--- config.mk ---
export PLATFORM = sky130hd
export DESIGN_NAME = crc_framed_packet_receiver_top
export DESIGN_NICKNAME = d
export VERILOG_FILES = /design/src/cfpr_pkg.sv /design/src/crc_framed_packet_receiver_top.sv /design/src/cfpr_ram.sv /design/src/cfpr_dp.sv /design/src/cfpr_ctrl.sv
export SDC_FILE = /design/constraint.sdc
export NUM_CORES = 1
export LEC_CHECK = 0
export BUFFER_PORTS_ARGS = -buffer_cell sky130_fd_sc_hd__buf_2
export CORE_ASPECT_RATIO = 1.75
export CORE_MARGIN = 5
export CORE_UTILIZATION = 55
export CTS_CLUSTER_SIZE = 30
export DETAILED_ROUTE_END_ITERATION = 7
export PLACE_DENSITY = 0.79
export SYNTH_ARGS = -nofsm -noshare
export SYNTH_HDL_FRONTEND = slang
export SYNTH_SLANG_ARGS = --single-unit
--- constraint.sdc ---
create_clock -name i_clk -period 5.2 [get_ports i_clk]
set_input_delay 1.04 -clock i_clk [delete_from_list [all_inputs] [get_ports i_clk]]
set_output_delay 1.04 -clock i_clk [all_outputs]
set_load 0.03 [all_outputs]
--- src/cfpr_pkg.sv ---
// ----------------------------------------------------------------------------
// cfpr_pkg
// Shared constants, types and the CRC-16/XMODEM byte update for the framed
// packet receiver.
// ----------------------------------------------------------------------------
`default_nettype none

package cfpr_pkg;

    // Payload buffer depth and derived widths
    localparam int MAX_PAYLOAD = 32;
    localparam int IDX_W       = $clog2(MAX_PAYLOAD);
    localparam int FILL_W      = IDX_W + 1;

    // Field widths
    localparam int BYTE_W   = 8;
    localparam int MAXLEN_W = 6;
    localparam int CRC_W    = 16;
    localparam int CNT_W    = 16;
    localparam int PIDX_W   = 5;
    localparam int TDATA_W  = 64;

    // Configuration register indexes
    localparam logic CFG_DELIMITER  = 1'b0;
    localparam logic CFG_MAX_LENGTH = 1'b1;

    // Reset values of configuration registers
    localparam logic [BYTE_W-1:0]   DELIM_RST  = 8'h7E;
    localparam logic [MAXLEN_W-1:0] MAXLEN_RST = 6'd32;

    // Frame status codes
    localparam logic STATUS_GOOD    = 1'b0;
    localparam logic STATUS_CORRUPT = 1'b1;

    // Controller to datapath commands
    typedef struct packed {
        logic start;      // delimiter seen: clear CRC and stored high byte
        logic len_ld;     // capture length byte, update CRC
        logic len_drop;   // oversized length: clear CRC
        logic type_ld;    // capture type byte, update CRC, clear fill index
        logic data_ld;    // store payload byte, update CRC, advance fill index
        logic crch_ld;    // capture received CRC high byte
        logic good;       // count a good frame
        logic bad;        // count a corrupt frame
        logic out_single; // load a single result (corrupt or empty payload)
        logic emit_clr;   // restart payload readout
        logic emit_ld;    // load one payload result from the buffer
    } t_cmd;

    // Datapath to controller status
    typedef struct packed {
        logic delim_hit;  // input byte equals delimiter
        logic len_bad;    // input length above limit
        logic len_one;    // stored length gives an empty payload
        logic fill_done;  // this payload byte is the last one
        logic crc_ok;     // received CRC matches running CRC
        logic emit_last;  // current readout entry is the last one
        logic out_free;   // output register can take a result this cycle
    } t_sts;

    // CRC-16/XMODEM, one byte per call
    function automatic logic [CRC_W-1:0] crc_update(input logic [CRC_W-1:0] crc,
                                                    input logic [BYTE_W-1:0] b);
        logic [CRC_W-1:0] x;
        x = {crc[7:0], crc[15:8]} ^ {8'h00, b};
        x = x ^ {12'h000, x[7:4]};
        x = x ^ {x[3:0], 12'h000};
        x = x ^ {3'b000, x[7:0], 5'b00000};
        return x;
    endfunction

endpackage

`default_nettype wire

--- src/crc_framed_packet_receiver_top.sv ---
// ----------------------------------------------------------------------------
// crc_framed_packet_receiver_top
// Byte-stream frame receiver with CRC-16/XMODEM check.
// ----------------------------------------------------------------------------
// Usage:
//   Received bytes enter on the s_axis channel, one request per byte. The
//   block hunts for the delimiter, then reads length, type, payload and a
//   big-endian CRC. Results leave on the m_axis channel: a good frame gives one
//   result per payload byte (tlast on the final one), or one for an empty
//   payload, a bad frame one with tuser set. Oversized frames drop silently.
//   Configuration (delimiter, max length) is written on the cfg channel at
//   index 0 and 1; cfg_ready is always high. Write only while idle.
// Timing:
//   A corrupt or empty-payload result is registered at the edge that takes
//   the last CRC byte. For a good frame each payload result is read from
//   the buffer in S_RD, set by the registered RAM read, and loaded in S_LD,
//   which waits while the output register is full and not being taken.
//   s_axis_tready is low during the readout, and on the last CRC byte while
//   the output register is full and not being taken.
// Reset:
//   i_rst_n, synchronous active low: hunting state, CRC and counters zero,
//   delimiter 0x7E, max length 32. A stalled receiver holds the result.
// ----------------------------------------------------------------------------
`default_nettype none

module crc_framed_packet_receiver_top
    import cfpr_pkg::*;
(
    input  wire logic               i_clk,
    input  wire logic               i_rst_n,
    // configuration channel
    input  wire logic               i_cfg_valid,
    output logic                    o_cfg_ready,
    input  wire logic               i_cfg_index,
    input  wire logic [BYTE_W-1:0]  i_cfg_data,
    // input byte stream
    input  wire logic               s_axis_tvalid,
    output logic                    s_axis_tready,
    input  wire logic [BYTE_W-1:0]  s_axis_tdata,   // [7:0] rx_byte
    // result stream
    output logic                    m_axis_tvalid,
    input  wire logic               m_axis_tready,
    // [7:0] frame_type, [15:8] frame_length, [23:16] payload_byte,
    // [28:24] payload_pos, [44:29] good_count, [60:45] bad_count, rest zero
    output logic [TDATA_W-1:0]      m_axis_tdata,
    output logic                    m_axis_tlast,   // is_last
    output logic                    m_axis_tuser    // [0] frame_status
);

    t_cmd              w_cmd;
    t_sts              w_sts;
    logic [BYTE_W-1:0] w_type;
    logic [BYTE_W-1:0] w_length;
    logic [BYTE_W-1:0] w_pbyte;
    logic [PIDX_W-1:0] w_pidx;
    logic [CNT_W-1:0]  w_good;
    logic [CNT_W-1:0]  w_bad;

    assign o_cfg_ready = 1'b1;

    cfpr_ctrl u_ctrl (
        .i_clk      (i_clk),
        .i_rst_n    (i_rst_n),
        .i_in_valid (s_axis_tvalid),
        .o_in_ready (s_axis_tready),
        .i_sts      (w_sts),
        .o_cmd      (w_cmd)
    );

    cfpr_dp u_dp (
        .i_clk       (i_clk),
        .i_rst_n     (i_rst_n),
        .i_cfg_we    (i_cfg_valid),
        .i_cfg_index (i_cfg_index),
        .i_cfg_data  (i_cfg_data),
        .i_rx_byte   (s_axis_tdata),
        .i_cmd       (w_cmd),
        .o_sts       (w_sts),
        .i_out_ready (m_axis_tready),
        .o_out_valid (m_axis_tvalid),
        .o_status    (m_axis_tuser),
        .o_type      (w_type),
        .o_length    (w_length),
        .o_pbyte     (w_pbyte),
        .o_pidx      (w_pidx),
        .o_last      (m_axis_tlast),
        .o_good      (w_good),
        .o_bad       (w_bad)
    );

    // Pack result fields, lowest field first
    assign m_axis_tdata = {3'b000, w_bad, w_good, w_pidx, w_pbyte, w_length, w_type};

endmodule

`default_nettype wire

--- src/cfpr_ram.sv ---
// ----------------------------------------------------------------------------
// cfpr_ram
// Generic simple dual-port RAM: one write port, one read port, registered read.
// ----------------------------------------------------------------------------
`default_nettype none

module cfpr_ram #(
    parameter int WIDTH = 8,
    parameter int DEPTH = 32
) (
    input  wire logic                     i_clk,
    input  wire logic                     i_we,
    input  wire logic [$clog2(DEPTH)-1:0] i_waddr,
    input  wire logic [WIDTH-1:0]         i_wdata,
    input  wire logic [$clog2(DEPTH)-1:0] i_raddr,
    output logic      [WIDTH-1:0]         o_rdata
);

    logic [WIDTH-1:0] r_mem [DEPTH];

    // Write port and registered read
    always_ff @(posedge i_clk) begin
        if (i_we) begin
            r_mem[i_waddr] <= i_wdata;
        end
        o_rdata <= r_mem[i_raddr];
    end

endmodule

`default_nettype wire

--- src/cfpr_dp.sv ---
// ----------------------------------------------------------------------------
// cfpr_dp
// Datapath: configuration registers, frame header capture, running CRC,
// payload buffer, frame counters and the output result register.
// ----------------------------------------------------------------------------
`default_nettype none

module cfpr_dp
    import cfpr_pkg::*;
(
    input  wire logic                i_clk,
    input  wire logic                i_rst_n,
    // configuration writes
    input  wire logic                i_cfg_we,
    input  wire logic                i_cfg_index,
    input  wire logic [BYTE_W-1:0]   i_cfg_data,
    // input byte
    input  wire logic [BYTE_W-1:0]   i_rx_byte,
    // control
    input  wire t_cmd                i_cmd,
    output t_sts                     o_sts,
    // result output
    input  wire logic                i_out_ready,
    output logic                     o_out_valid,
    output logic                     o_status,
    output logic [BYTE_W-1:0]        o_type,
    output logic [BYTE_W-1:0]        o_length,
    output logic [BYTE_W-1:0]        o_pbyte,
    output logic [PIDX_W-1:0]        o_pidx,
    output logic                     o_last,
    output logic [CNT_W-1:0]         o_good,
    output logic [CNT_W-1:0]         o_bad
);

    logic [BYTE_W-1:0]   r_delim;
    logic [MAXLEN_W-1:0] r_maxlen;
    logic [CRC_W-1:0]    r_crc;
    logic [BYTE_W-1:0]   r_crch;
    logic [BYTE_W-1:0]   r_length;
    logic [BYTE_W-1:0]   r_type;
    logic [FILL_W-1:0]   r_fill;
    logic [IDX_W-1:0]    r_emit;
    logic [CNT_W-1:0]    r_good;
    logic [CNT_W-1:0]    r_bad;

    logic [CRC_W-1:0]    n_crc;
    logic [FILL_W-1:0]   n_fill;
    logic [FILL_W-1:0]   w_count;
    logic [CNT_W-1:0]    n_good;
    logic [CNT_W-1:0]    n_bad;
    logic [BYTE_W-1:0]   w_ram_q;

    // Payload byte count: length - 1, or one byte for length zero
    always_comb begin
        if (r_length == '0) begin
            w_count = FILL_W'(1);
        end else begin
            w_count = r_length[FILL_W-1:0] - FILL_W'(1);
        end
    end

    assign n_crc  = crc_update(r_crc, i_rx_byte);
    assign n_fill = r_fill + FILL_W'(1);
    assign n_good = r_good + CNT_W'(1);
    assign n_bad  = r_bad + CNT_W'(1);

    // Status to controller
    assign o_sts.delim_hit = (i_rx_byte == r_delim);
    assign o_sts.len_bad   = (i_rx_byte > {{(BYTE_W-MAXLEN_W){1'b0}}, r_maxlen}) ||
                             (i_rx_byte > BYTE_W'(MAX_PAYLOAD));
    assign o_sts.len_one   = (r_length == BYTE_W'(1));
    assign o_sts.fill_done = (n_fill >= w_count);
    assign o_sts.crc_ok    = ({r_crch, i_rx_byte} == r_crc);
    assign o_sts.emit_last = (({1'b0, r_emit} + FILL_W'(1)) == w_count);
    assign o_sts.out_free  = !o_out_valid || i_out_ready;

    // Configuration registers
    always_ff @(posedge i_clk) begin
        if (!i_rst_n) begin
            r_delim  <= DELIM_RST;
            r_maxlen <= MAXLEN_RST;
        end else if (i_cfg_we) begin
            unique case (i_cfg_index)
                CFG_DELIMITER:  r_delim  <= i_cfg_data;
                CFG_MAX_LENGTH: r_maxlen <= i_cfg_data[MAXLEN_W-1:0];
                default:        r_delim  <= r_delim;
            endcase
        end
    end

    // Header capture, running CRC, buffer indexes and frame counters
    always_ff @(posedge i_clk) begin
        if (!i_rst_n) begin
            r_crc    <= '0;
            r_crch   <= '0;
            r_length <= '0;
            r_type   <= '0;
            r_fill   <= '0;
            r_emit   <= '0;
            r_good   <= '0;
            r_bad    <= '0;
        end else begin
            if (i_cmd.start) begin
                r_crc  <= '0;
                r_crch <= '0;
                r_fill <= '0;
            end
            if (i_cmd.len_ld) begin
                r_length <= i_rx_byte;
                r_crc    <= i_cmd.len_drop ? '0 : n_crc;
            end
            if (i_cmd.type_ld) begin
                r_type <= i_rx_byte;
                r_fill <= '0;
                r_crc  <= n_crc;
            end
            if (i_cmd.data_ld) begin
                r_fill <= n_fill;
                r_crc  <= n_crc;
            end
            if (i_cmd.crch_ld) begin
                r_crch <= i_rx_byte;
            end
            if (i_cmd.good) begin
                r_good <= n_good;
            end
            if (i_cmd.bad) begin
                r_bad <= n_bad;
            end
            if (i_cmd.emit_clr) begin
                r_emit <= '0;
            end else if (i_cmd.emit_ld) begin
                r_emit <= r_emit + IDX_W'(1);
            end
        end
    end

    // Payload buffer, read address follows the readout index
    cfpr_ram #(
        .WIDTH (BYTE_W),
        .DEPTH (MAX_PAYLOAD)
    ) u_ram (
        .i_clk   (i_clk),
        .i_we    (i_cmd.data_ld),
        .i_waddr (r_fill[IDX_W-1:0]),
        .i_wdata (i_rx_byte),
        .i_raddr (r_emit),
        .o_rdata (w_ram_q)
    );

    // Output result register: valid flag
    always_ff @(posedge i_clk) begin
        if (!i_rst_n) begin
            o_out_valid <= 1'b0;
        end else if (i_cmd.out_single || i_cmd.emit_ld) begin
            o_out_valid <= 1'b1;
        end else if (i_out_ready) begin
            o_out_valid <= 1'b0;
        end
    end

    // Output result register: payload
    always_ff @(posedge i_clk) begin
        if (i_cmd.out_single) begin
            o_status <= i_cmd.bad ? STATUS_CORRUPT : STATUS_GOOD;
            o_type   <= r_type;
            o_length <= r_length;
            o_pbyte  <= '0;
            o_pidx   <= '0;
            o_last   <= 1'b1;
            o_good   <= i_cmd.good ? n_good : r_good;
            o_bad    <= i_cmd.bad ? n_bad : r_bad;
        end else if (i_cmd.emit_ld) begin
            o_status <= STATUS_GOOD;
            o_type   <= r_type;
            o_length <= r_length;
            o_pbyte  <= w_ram_q;
            o_pidx   <= PIDX_W'(r_emit);
            o_last   <= o_sts.emit_last;
            o_good   <= r_good;
            o_bad    <= r_bad;
        end
    end

endmodule

`default_nettype wire

--- src/cfpr_ctrl.sv ---
// ----------------------------------------------------------------------------
// cfpr_ctrl
// Frame controller: walks delimiter, length, type, payload and CRC bytes, then
// drives the payload readout into the output register.
// ----------------------------------------------------------------------------
`default_nettype none

module cfpr_ctrl
    import cfpr_pkg::*;
(
    input  wire logic i_clk,
    input  wire logic i_rst_n,
    input  wire logic i_in_valid,
    output logic      o_in_ready,
    input  wire t_sts i_sts,
    output t_cmd      o_cmd
);

    localparam logic [2:0] S_HUNT = 3'd0;
    localparam logic [2:0] S_LEN  = 3'd1;
    localparam logic [2:0] S_TYPE = 3'd2;
    localparam logic [2:0] S_DATA = 3'd3;
    localparam logic [2:0] S_CRCH = 3'd4;
    localparam logic [2:0] S_CRCL = 3'd5;
    localparam logic [2:0] S_RD   = 3'd6;
    localparam logic [2:0] S_LD   = 3'd7;

    logic [2:0] r_state;
    logic [2:0] n_state;
    logic       w_acc;

    // Input is held off during readout and while a final byte has no room
    always_comb begin
        unique case (r_state)
            S_RD, S_LD: o_in_ready = 1'b0;
            S_CRCL:     o_in_ready = i_sts.out_free;
            default:    o_in_ready = 1'b1;
        endcase
    end

    assign w_acc = i_in_valid && o_in_ready;

    // Next state and commands
    always_comb begin
        n_state = r_state;
        o_cmd   = '0;
        unique case (r_state)
            S_HUNT: begin
                if (w_acc && i_sts.delim_hit) begin
                    o_cmd.start = 1'b1;
                    n_state     = S_LEN;
                end
            end
            S_LEN: begin
                if (w_acc) begin
                    o_cmd.len_ld = 1'b1;
                    if (i_sts.len_bad) begin
                        o_cmd.len_drop = 1'b1;
                        n_state        = S_HUNT;
                    end else begin
                        n_state = S_TYPE;
                    end
                end
            end
            S_TYPE: begin
                if (w_acc) begin
                    o_cmd.type_ld = 1'b1;
                    n_state       = i_sts.len_one ? S_CRCH : S_DATA;
                end
            end
            S_DATA: begin
                if (w_acc) begin
                    o_cmd.data_ld = 1'b1;
                    if (i_sts.fill_done) begin
                        n_state = S_CRCH;
                    end
                end
            end
            S_CRCH: begin
                if (w_acc) begin
                    o_cmd.crch_ld = 1'b1;
                    n_state       = S_CRCL;
                end
            end
            S_CRCL: begin
                if (w_acc) begin
                    if (!i_sts.crc_ok) begin
                        o_cmd.bad        = 1'b1;
                        o_cmd.out_single = 1'b1;
                        n_state          = S_HUNT;
                    end else if (i_sts.len_one) begin
                        o_cmd.good       = 1'b1;
                        o_cmd.out_single = 1'b1;
                        n_state          = S_HUNT;
                    end else begin
                        o_cmd.good     = 1'b1;
                        o_cmd.emit_clr = 1'b1;
                        n_state        = S_RD;
                    end
                end
            end
            S_RD: begin
                // wait for the registered buffer read
                n_state = S_LD;
            end
            S_LD: begin
                if (i_sts.out_free) begin
                    o_cmd.emit_ld = 1'b1;
                    n_state       = i_sts.emit_last ? S_HUNT : S_RD;
                end
            end
            default: n_state = S_HUNT;
        endcase
    end

    // State register
    always_ff @(posedge i_clk) begin
        if (!i_rst_n) begin
            r_state <= S_HUNT;
        end else begin
            r_state <= n_state;
        end
    end

endmodule

`default_nettype wire
==> results.md <==
* GRT Util Overall at 21.5%
* CP arrival at between 3 and 4 ns
* Max-slew headroom at 18.2%
* Critical path endpoint category: flop
* Status: completed
* Reg2Reg Depth at 4
* Hold Worst Slack at 0.435 ns
* Synth Area in Adders at under 10%
* Row count at 87
* Global-route wire length before repair at 60,100 um
* Num CTS Buffers at 37
* Worst reg2reg path startpoint: u_dp.r_emit[0]
* Top post-synthesis cells by area: edfxtp_1 (51%), dfxtp_1 (14%), mux4_2 (10%), xor2_1 (2.7%), nand2_1 (2.6%)
* RSZ-0062 raised after global routing: false
* Critical Path RT at between 5 and 6 ns
* Simple-gate portion of the synthesized area at 10.1%
* Max Cap Violations at 0
* H-tree levels at 2
* Largest net degree at the start of global routing at 54
* Critical path class: in2reg
* Pwr Density at 331 nW/um^2
* Fin crit period at 3.50 ns
* Die H at around 250 um
* Syn Inst Count at between 1,000 and 1,500
* Fmax achieved at 0.286 GHz
* Crit path launch: s_axis_tdata[4]
* Final core utilization at 61.2%
* Num ports at 91
* Antenna violations before repair at 0
* Largest family of logic cells by synthesized area: multiplexers
* Overall die width at 146 um
* Mean cell area of the mapped netlist at 14.5 um^2
* Part of the cycle the worst path needs at 67.2%
* Clk_lat worst skew at 0.54 ns
* Worst hold path class: reg2reg
* Compound-gate portion of the synthesized area at roughly 4.3%
* Number of global-route vias before repair at 10,547
* Resized Gates After CTS at 0
* Mux contribution to synthesized area at between 10% and 20%
* EDFF count, synth at 305
* CTS Buffer Depth at 3
* Worst Hold Launch: u_dp.u_ram.o_rdata[0]
* Setup violators final at 0
* XOR/XNOR Fraction of Synth Area at under 10%
* Fillers at between 2,000 and 2,500
* Clk sinks at 428
* Fraction of layout cells with a size suffix above 1 at between 20% and 30%
* Hpwl dp at around 26,000 um
* Worst-path clk slew at 0.07 ns
* 1st-iter DRT viols at a little under 700
* Setup repair bufs after CTS at 0
* Most frequent cells after synthesis: edfxtp_1 (305), nand2_1 (124), dfxtp_1 (123), mux4_2 (80), nor2_1 (78)
* CTS tree: yes
* Worst vdd ir at about 0.21 mV
* Root Buffer: clkbuf_16
* Ant diodes at 0
* Sequential area share after synthesis at 65.3%
* R2r setup slk at 2.23 ns
* Synth cell types at 70
* Worst-Margin Slew at 1.22 ns
* P&R area growth vs syn at 10.5%
* Setup Skew at 0.0195 ns
* Max Slew Vio Count at 0
* Startpoint Class: input pin
* Initial Util at 55.4%
* Yosys top cell area share at between 50 and 60%
* Synthesis-stage register bit count at 428
* Core area at 32,100 um^2
* Buffers on Ports at 86
* Peak fanout along the critical path at 50
* Ys flop type: edfxtp_1
* First-pass DRT Iterations at 5
* Synthesized area at 17,800 um^2
* Hold path depth at 2
* DRC viols at 0
* Fin. Hold Viols at 0
* Share of flip-flops with an asynchronous set or reset at 0%
* Area leader, netlist: edfxtp_1
* Most common cell in the netlist: edfxtp_1
* Via Count at roughly 10,000
* Die area at 36,200 um^2
* Static Leak at between 0.006 and 0.007 uW
* Hold-fix buffers at CTS at 0
* Routability Congestion at roughly 0.83
* Total negative setup slack at 0 ns
* Synth Warn # at 0
* Wire length per cell at 22.3 um
* Final WL at 38,400 um
* Post-DRT Antenna Nets at 0
* Via density at 5.97
* Fin nets at 1,338
* Grt ovf at 0
[worst max-delay path, stage by stage]
cell and delay [ns]:
buf_2 0.60, xor2_1 0.14, nor4_1 0.36, nand4_1 0.15
buf_4 0.27, o21ai_1 0.23, nand2_2 0.66, a221oi_1 0.46
[stage by stage]
stage | setup slack [ns] | cells | area [um^2] | total power, uW
2_1_floorplan | 1.53 | 1225 | 17800 | 3800
3_3_place_gp | 1.28 | 1656 | 18500 | 3860
3_5_place_dp | 1.16 | 1656 | 18500 | 3870
4_1_cts | 1.71 | 1720 | 19700 | 6550
5_1_grt | 1.46 | 1720 | 19700 | 6700
6_report | 1.70 | 1720 | 19700 | 6510
[routing by layer]
| metal | part of all wire [%] | global-route usage [%] | vias up |
|---|---|---|---|
| li1 | - | - | 4690 |
| met1 | 36 | 24.4 | 5084 |
| met2 | 54 | 39.7 | 403 |
| met3 | 6.1 | 3.89 | 97 |
| met4 | 4.3 | 9.51 | 0 |
| met5 | 0 | 0 | - |
[where the power goes]
part | switching (uW) | leakage, uW | total, uW | internal, uW
combinational | 105 | 0.00220 | 144 | 38.7
sequential | 5.59 | 0.00369 | 3650 | 3640
clock | 1200 | 0.000575 | 2720 | 1520
[logic make-up after synthesis]
logic type,Yosys count
flops,428
mux,92
buf+inv,90
xor+xnor,109
fa+ha+maj,21
simple gates,365
compound gates,116
other cells,2
[cells in the final DEF, fill, tap and decap left out, types with 4 or more instances in the layout]
cell type / count
clkinv_1: 5
xnor2_1: 53
nand2b_1: 5
and2_1: 20
xor2_1: 55
buf_2: 86
inv_1: 21
and3_1: 6
nor3_1: 19
conb_1: 4
mux4_2: 80
clkbuf_1: 8
nor4_1: 15
dfxtp_1: 121
mux2_2: 10
o21ai_0: 20
or4_1: 5
clkbuf_16: 38
ha_1: 21
o2bb2ai_1: 14
buf_4: 13
o211ai_1: 4
a21oi_1: 41
nand2_1: 123
edfxtp_1: 305
nand4_1: 10
nor2_1: 78
and4_1: 5
clkinv_2: 6
or3_1: 7
nand3_1: 50
[sequential cells by signal (all words and copies together), names as in the netlist, 3 cells and up]
register            count
u_dp.o_length           8
u_dp.o_good            16
u_dp.r_type             8
u_dp.r_emit             5
u_dp.o_type             8
u_dp.r_delim            8
u_dp.o_pidx             5
u_dp.r_crch             8
u_dp.o_pbyte            8
u_ctrl.r_state          3
u_dp.o_bad             16
u_dp.r_good            16
u_dp.r_bad             16
u_dp.r_crc             16
u_dp.r_fill             6
u_dp.r_maxlen           6
u_dp.u_ram.r_mem      256
u_dp.r_length           8
u_dp.u_ram.o_rdata      8
[worst paths after layout]
check	to
setup / recovery	u_ctrl.r_state[2]
hold / removal	u_dp.o_pbyte[0]
setup reg to reg	u_dp.u_ram.o_rdata[0]
hold reg to reg	u_dp.o_pbyte[0]
[layout make-up]
class	count	area [um^2]	area share (%)
clock buffer	48	1010	5.13
multi-input combinational	707	5740	29.2
tap	400	500	2.55
timing repair buffer	99	528	2.69
clock inverter	16	168	0.853
sequential	428	11600	59.2
inverter	22	82.6	0.420
Note: power is estimated with default switching activity, not from simulation.
